**src/rtl/ifp_pkg.sv**
```systemverilog
// ----------------------------------------------------------------------------
// IPv4 fragment planner package
// Shared widths, register indexes, the descriptor type and the fragment size
// clamp used by the planner and its cutting sequencer.
// ----------------------------------------------------------------------------
package ifp_pkg;

  localparam int unsigned HEADER_BYTES = 20;
  localparam int unsigned MIN_FRAG     = 1024;
  localparam int unsigned MAX_FRAG     = 8192;
  localparam int unsigned MAX_FULL     = 63;

  localparam int unsigned SIZE_W  = 16;
  localparam int unsigned ID_W    = 16;
  localparam int unsigned FRAG_W  = 14;
  localparam int unsigned OFFU_W  = 13;
  localparam int unsigned COUNT_W = 6;
  localparam int unsigned CFG_W   = 16;

  localparam logic REG_FRAG_PAYLOAD = 1'b0;
  localparam logic REG_ID_BASE      = 1'b1;

  typedef struct packed {
    logic [ID_W-1:0]   identification;
    logic [SIZE_W-1:0] payload_start;
    logic [FRAG_W-1:0] payload_bytes;
    logic              more_fragments;
    logic              fragmented;
    logic              last;
  } ifp_desc_t;

  function automatic logic [FRAG_W-1:0] clamp_frag(input logic [FRAG_W-1:0] v);
    logic [FRAG_W-1:0] f8;
    f8 = {v[FRAG_W-1:3], 3'b000};
    if (f8 < FRAG_W'(MIN_FRAG)) begin
      f8 = FRAG_W'(MIN_FRAG);
    end else if (f8 > FRAG_W'(MAX_FRAG)) begin
      f8 = FRAG_W'(MAX_FRAG);
    end
    return f8;
  endfunction

endpackage

```
**src/rtl/ifp_cutter.sv**
```systemverilog
// ----------------------------------------------------------------------------
// IPv4 fragment cutting sequencer
// Walks one datagram with a single shared subtract and compare unit, giving
// one fragment descriptor per step and keeping the identification counter.
// ----------------------------------------------------------------------------
module ifp_cutter
  import ifp_pkg::*;
(
  input  logic              clk,
  input  logic              rst_n,
  input  logic              start,
  input  logic [SIZE_W-1:0] size,
  input  logic [ID_W-1:0]   hid,
  input  logic [FRAG_W-1:0] frag_cfg,
  input  logic [ID_W-1:0]   id_base,
  input  logic              advance,
  output logic              busy,
  output logic              desc_valid,
  output ifp_desc_t         desc
);

  localparam logic ST_IDLE = 1'b0;
  localparam logic ST_RUN  = 1'b1;

  logic               state_r, state_nxt;
  logic [SIZE_W-1:0]  rem_r, rem_nxt;
  logic [SIZE_W-1:0]  off_r, off_nxt;
  logic [ID_W-1:0]    hid_r, hid_nxt;
  logic [ID_W-1:0]    id_r, id_nxt;
  logic [FRAG_W-1:0]  f_r, f_nxt;
  logic [COUNT_W-1:0] k_r, k_nxt;
  logic               first_r, first_nxt;
  logic [ID_W-1:0]    id_counter_r, id_counter_nxt;

  logic [SIZE_W:0]    diff;
  logic               gt;
  logic               full;
  logic               pass;
  logic               step;

  assign diff = {1'b0, rem_r} - {{(SIZE_W+1-FRAG_W){1'b0}}, f_r};
  assign gt   = !diff[SIZE_W] && (diff[SIZE_W-1:0] != '0);
  assign full = gt && (k_r != COUNT_W'(MAX_FULL));
  assign pass = first_r && !gt;
  assign step = (state_r == ST_RUN) && advance;

  assign busy       = (state_r == ST_RUN);
  assign desc_valid = (state_r == ST_RUN);

  always_comb begin
    desc.identification = pass ? hid_r : id_r;
    desc.payload_start  = off_r;
    desc.payload_bytes  = full ? f_r : rem_r[FRAG_W-1:0];
    desc.more_fragments = full;
    desc.fragmented     = !pass;
    desc.last           = !full;
  end

  always_comb begin
    state_nxt      = state_r;
    rem_nxt        = rem_r;
    off_nxt        = off_r;
    hid_nxt        = hid_r;
    id_nxt         = id_r;
    f_nxt          = f_r;
    k_nxt          = k_r;
    first_nxt      = first_r;
    id_counter_nxt = id_counter_r;
    case (state_r)
      ST_IDLE: begin
        if (start) begin
          state_nxt = ST_RUN;
          rem_nxt   = size;
          off_nxt   = '0;
          hid_nxt   = hid;
          id_nxt    = id_base + id_counter_r;
          f_nxt     = clamp_frag(frag_cfg);
          k_nxt     = '0;
          first_nxt = 1'b1;
        end
      end
      ST_RUN: begin
        if (step) begin
          if (full) begin
            rem_nxt   = diff[SIZE_W-1:0];
            off_nxt   = off_r + {{(SIZE_W-FRAG_W){1'b0}}, f_r};
            k_nxt     = k_r + 1'b1;
            first_nxt = 1'b0;
          end else begin
            state_nxt = ST_IDLE;
            rem_nxt   = '0;
            off_nxt   = '0;
            if (!pass) begin
              id_counter_nxt = id_counter_r + {{(ID_W-COUNT_W){1'b0}}, k_r} + 1'b1;
            end
          end
        end
      end
      default: begin
        state_nxt = ST_IDLE;
      end
    endcase
  end

  always_ff @(posedge clk) begin
    if (!rst_n) begin
      state_r      <= ST_IDLE;
      id_counter_r <= '0;
      rem_r        <= '0;
      off_r        <= '0;
      k_r          <= '0;
      first_r      <= 1'b0;
    end else begin
      state_r      <= state_nxt;
      id_counter_r <= id_counter_nxt;
      rem_r        <= rem_nxt;
      off_r        <= off_nxt;
      k_r          <= k_nxt;
      first_r      <= first_nxt;
    end
  end

  always_ff @(posedge clk) begin
    hid_r <= hid_nxt;
    id_r  <= id_nxt;
    f_r   <= f_nxt;
  end

endmodule

```
**src/rtl/ipv4_fragment_planner.sv**
```systemverilog
// ----------------------------------------------------------------------------
// IPv4 fragment planner
// Takes the payload size of one datagram and returns one descriptor per
// fragment, with identification, offset, flags and lengths.
//
//   Channel  Direction  Handshake           Payload
//   in       input      in_valid/in_stall   payload_size, header_id
//   out      output     out_valid/out_stall fragment descriptor fields
//   cfg      input      cfg_we              cfg_index, cfg_wdata
//
// An item is loaded and then cut into its descriptors; the shared subtract
// and compare unit decides one fragment a cycle unless a stalled output holds it.
// A finished descriptor waits in the output register while the next is cut.
// The input is stalled from acceptance until the last descriptor is loaded.
// Reset restores the register defaults and clears the identification counter.
// ----------------------------------------------------------------------------
module ipv4_fragment_planner
  import ifp_pkg::*;
(
  input  logic              clk,
  input  logic              rst_n,
  input  logic              cfg_we,
  input  logic              cfg_index,
  input  logic [CFG_W-1:0]  cfg_wdata,
  input  logic              in_valid,
  output logic              in_stall,
  input  logic [SIZE_W-1:0] in_payload_size,
  input  logic [ID_W-1:0]   in_header_id,
  output logic              out_valid,
  input  logic              out_stall,
  output logic [ID_W-1:0]   out_identification,
  output logic [OFFU_W-1:0] out_offset_units,
  output logic              out_more_fragments,
  output logic [SIZE_W-1:0] out_frag_length,
  output logic [SIZE_W-1:0] out_payload_start,
  output logic [FRAG_W-1:0] out_payload_bytes,
  output logic              out_fragmented,
  output logic              out_last
);

  logic [FRAG_W-1:0] frag_cfg_r;
  logic [ID_W-1:0]   id_base_r;
  logic              out_valid_r, out_valid_nxt;
  ifp_desc_t         out_desc_r;
  logic              busy;
  logic              desc_valid;
  ifp_desc_t         desc;
  logic              load;
  logic              start;

  assign load  = !out_valid_r || !out_stall;
  assign start = in_valid && !busy;

  ifp_cutter u_cutter (
    .clk        (clk),
    .rst_n      (rst_n),
    .start      (start),
    .size       (in_payload_size),
    .hid        (in_header_id),
    .frag_cfg   (frag_cfg_r),
    .id_base    (id_base_r),
    .advance    (load),
    .busy       (busy),
    .desc_valid (desc_valid),
    .desc       (desc)
  );

  always_ff @(posedge clk) begin
    if (!rst_n) begin
      frag_cfg_r <= FRAG_W'(1480);
      id_base_r  <= ID_W'(16'h1230);
    end else if (cfg_we) begin
      case (cfg_index)
        REG_FRAG_PAYLOAD: frag_cfg_r <= cfg_wdata[FRAG_W-1:0];
        REG_ID_BASE:      id_base_r  <= cfg_wdata[ID_W-1:0];
        default: begin
        end
      endcase
    end
  end

  always_comb begin
    out_valid_nxt = out_valid_r;
    if (load) begin
      out_valid_nxt = desc_valid;
    end
  end

  always_ff @(posedge clk) begin
    if (!rst_n) begin
      out_valid_r <= 1'b0;
    end else begin
      out_valid_r <= out_valid_nxt;
    end
  end

  always_ff @(posedge clk) begin
    if (load && desc_valid) begin
      out_desc_r <= desc;
    end
  end

  assign in_stall           = busy;
  assign out_valid          = out_valid_r;
  assign out_identification = out_desc_r.identification;
  assign out_offset_units   = out_desc_r.payload_start[SIZE_W-1:3];
  assign out_more_fragments = out_desc_r.more_fragments;
  assign out_frag_length    = {{(SIZE_W-FRAG_W){1'b0}}, out_desc_r.payload_bytes}
                              + SIZE_W'(HEADER_BYTES);
  assign out_payload_start  = out_desc_r.payload_start;
  assign out_payload_bytes  = out_desc_r.payload_bytes;
  assign out_fragmented     = out_desc_r.fragmented;
  assign out_last           = out_desc_r.last;

`ifndef NO_ASSERTIONS
  a_busy_after_accept: assert property (@(posedge clk) disable iff (!rst_n)
    rst_n && in_valid && !in_stall |=> in_stall)
    else $error("input not stalled after a transfer");

  a_mid_is_split: assert property (@(posedge clk) disable iff (!rst_n)
    out_valid && !out_last |-> out_fragmented && out_more_fragments)
    else $error("non-final descriptor without fragment flags");

  a_passthrough_shape: assert property (@(posedge clk) disable iff (!rst_n)
    out_valid && !out_fragmented |-> out_last && (out_payload_start == '0))
    else $error("passthrough descriptor malformed");
`endif

endmodule
```
**config.mk**
```make
export PLATFORM = sky130hd
export DESIGN_NAME = ipv4_fragment_planner
export DESIGN_NICKNAME = d
export VERILOG_FILES = /design/src/rtl/ifp_pkg.sv /design/src/rtl/ifp_cutter.sv /design/src/rtl/ipv4_fragment_planner.sv
export SDC_FILE = /design/constraint.sdc
export NUM_CORES = 1
export LEC_CHECK = 0
export ABC_AREA = 1
export ABC_CLOCK_PERIOD_IN_PS = 3300
export BUFFER_PORTS_ARGS = -buffer_cell sky130_fd_sc_hd__buf_4
export CAP_MARGIN = 30
export CORE_ASPECT_RATIO = 0.5
export CORE_MARGIN = 2
export CORE_UTILIZATION = 52
export DETAILED_ROUTE_END_ITERATION = 8
export PLACE_DENSITY = 0.74
export SETUP_SLACK_MARGIN = 0.05
export SLEW_MARGIN = 0
export SYNTH_ARGS = -nofsm -noshare
export SYNTH_HDL_FRONTEND = slang
export SYNTH_SLANG_ARGS = --single-unit
```
**constraint.sdc**
```tcl
create_clock -name clk -period 3.3 [get_ports clk]
set_input_delay 0.33 -clock clk [delete_from_list [all_inputs] [get_ports clk]]
set_output_delay 0.33 -clock clk [all_outputs]
set_load 0.005 [all_outputs]
```
==> metrics <==
Leak 0.00480 uW; Synth area leader edfxtp_1; Core Box Area 0.0166 sq mm; Placer Congestion 0.906; most common cell in the synthesized netlist nand2_1; clk slew on worst S/H paths 0.07 ns; Setup Fix Bufs, Post-CTS 0; Yosys reg bits 170; Most used DFF post-synth edfxtp_1; Hold Buf Count CTS 0; YS warnings 0; die height 96.7 microns; most frequent cells after synthesis nand2_1, inv_1, nor2_1; max_cap viols 0; Final period util 91.3%; Worst Setup Start Kind flop; first-pass GRT wire length 33900 microns; Ports 134; main area contributors after synthesis edfxtp_1, dfxtp_1, nand2_1; Post-Route WL 21000 microns; Peak VDD IR 0.408 mV; vias per std cell 5.20; DR vias 7323; Mapped Area 0.00895 sq mm; Synth cell types 42; Final nets 1271; Total GRT Usage 23.5%; largest net degree at the start of global routing 49; actual slew at the worst max-slew pin 0.585 ns; post-layout util 63.6%; RSZ-0062 raised after global routing yes; pwr/cell area 543 mW/mm^2; CTS tree done; vias in the first global route 6794; CP max stage cell fa_1; Initial Utilization 53.9%; number of fill cells 1421; FFs w/ async S/R, synth 0%; crit-path most repeated cell nand2_1; Hold Path Class input port to flop; cts bufs inserted 17; top cell type's share of synthesized area 29.9%; Iteration-0 DRC Markers 636; clock root cell clkbuf_16; Tot Pwr 5740 uW; CP max FO 18; Worst Skew 0.0113 ns; Worst slew margin 60.9%; Post-synth EDFFs 89; First-pass DRT Iterations 5; post-DP HPWL 15500 microns; share of layout cells above drive strength 1 15.9%; outcome complete, no violations; Setup crit end kind flop; Post-route DRC 0; Area Growth Syn to Fin 18.0%; critical path required time 3.49 ns; CTS max path bufs 2; worst path arrival time 3.21 ns; Die W 189 microns; final hold violations 0; hold_ws 0.0638 ns; htree depth 4; initial antenna violation count 0; fmax 332 MHz; Port Buffers 129; Reg2Reg Setup Slack 0.29 ns; max incr delay on CP 0.47 ns; cell count after synthesis 1058; Final setup viols 0; grt ovf 0; ant diodes 0; post-route ant nets 0; Skew-Pair Late Insertion Delay 0.44 ns; Syn Area/Cell 8.46 sq um; Cell Rows 33; CTS Sinks 170; die area 0.0183 sq mm; worst setup path class flop to flop; crit-path cells ha_1 -> inv_1 -> fa_1 -> nor3_1 -> nand2_1 -> nor2_1 -> nand2_1 -> nor2_1 -> nand2_1 -> nor2_2 -> nand3_2 -> nand2_1 -> nand2_2 -> buf_4 -> nand2_1 -> nand2_1; WL/cell 14.9 microns; max-slew violations 0; register area share after synthesis 48.0%; Tmin final 3.01 ns
==> cells by family after synthesis <==
kind of cell	synth area share [%]
flip-flops	48.0
adder cells (fa/ha/maj)	7.19
AND/OR/NAND/NOR	21.3
XOR/XNOR	4.99
AO/OA/AOI/OAI	10.6
other	0.0419
buffers and inverters	7.90
==> flip-flops by register name (all words and copies together), names as in the netlist, 6 cells and up <==
signal,flops
frag_cfg_r,11
id_base_r,16
out_identification,16
out_payload_bytes,14
out_payload_start,13
u_cutter.f_r,11
u_cutter.hid_r,16
u_cutter.id_counter_r,16
u_cutter.id_r,16
u_cutter.k_r,6
u_cutter.off_r,13
u_cutter.rem_r,16
==> worst max-delay path, delay by kind of cell (launching register included) <==
family / cells / cell delay (ns)
buffers and inverters: 2 / 0.43
and+or+nand+nor: 12 / 1.20
DFF: 1 / 0.43
adders and majority gates: 2 / 0.69
==> where the power goes <==
part | total [uW] | internal [uW] | switching [uW]
sequential | 2580 | 2450 | 124
clock | 1950 | 1060 | 890
combinational | 1210 | 480 | 728
==> path summary, 6_finish.rpt <==
path / from / to / cells past startpoint
worst min-delay path: in_header_id[12] / u_cutter.hid_r[12]$_DFFE_PP_ / 1
worst max-delay path: u_cutter.f_r[3]$_SDFFCE_PP0P_ / out_identification[5]$_DFFE_PP_ / 16
worst max register to register: u_cutter.f_r[3]$_SDFFCE_PP0P_ / out_identification[5]$_DFFE_PP_ / 16
worst min register to register: u_cutter.off_r[10]$_SDFFE_PN0P_ / out_payload_start[10]$_DFFE_PP_ / 0
==> placed cells by master (no fill, tap or decap), types with 3 or more instances in the layout <==
master and n:
inv_2 3, xnor2_1 22, a22oi_1 11, fa_1 4, nand2_2 5, clkbuf_16 17, dfxtp_1 81, nor2_4 3
nand3_1 62, nor2_1 99, nand4_1 8, a21o_1 3, buf_4 133, o211ai_1 4, nor3_1 10, conb_1 4
nand3b_1 3, xor2_1 29, o21ai_0 67, nand3_2 3, nor2_2 4, edfxtp_1 89, inv_1 103, nand2_1 255
inv_6 4, a21oi_1 77, ha_1 45
==> through the flow <==
| stage | TNS (ns) | setup WS (ns) | std cells | instance area [sq um] |
|---|---|---|---|---|
| global placement | 0 | 0.352 | 1376 | 9980 |
| global route | -0.0106 | -0.0104 | 1408 | 10600 |
| finish | 0 | 0.286 | 1408 | 10600 |
| floorplan | 0 | 0.559 | 1061 | 8960 |
| CTS | 0 | 0.227 | 1408 | 10500 |
| detailed placement | 0 | 0.264 | 1376 | 9980 |
==> repair_timing <==
action / CTS / global route
gates resized for setup: 0 / 3
endpoints found under the setup margin: 0 / 45
endpoints found under the hold margin: 0 / 0
==> routing by layer <==
metal | up-vias | global-route usage (%) | part of all wire [%] | wire length [microns]
met5 | - | 0 | 0 | 0
met2 | 220 | 37.2 | 45 | 9500
met4 | 0 | 7.87 | 1.8 | 369
met1 | 3365 | 33.0 | 47 | 9930
met3 | 28 | 3.70 | 5.8 | 1220
li1 | 3710 | - | - | -
==> final cells by class <==
class	instances	area [sq um]	area share, %
Tap cell	227	284	2.69
Timing Repair Buffer	136	1040	9.86
Multi-Input combinational cell	735	3970	37.6
Sequential cell	170	4290	40.7
Inverter	108	407	3.85
Clock buffer	19	433	4.10
Clock inverter	13	133	1.26
Power figures use the tool's default switching activity.
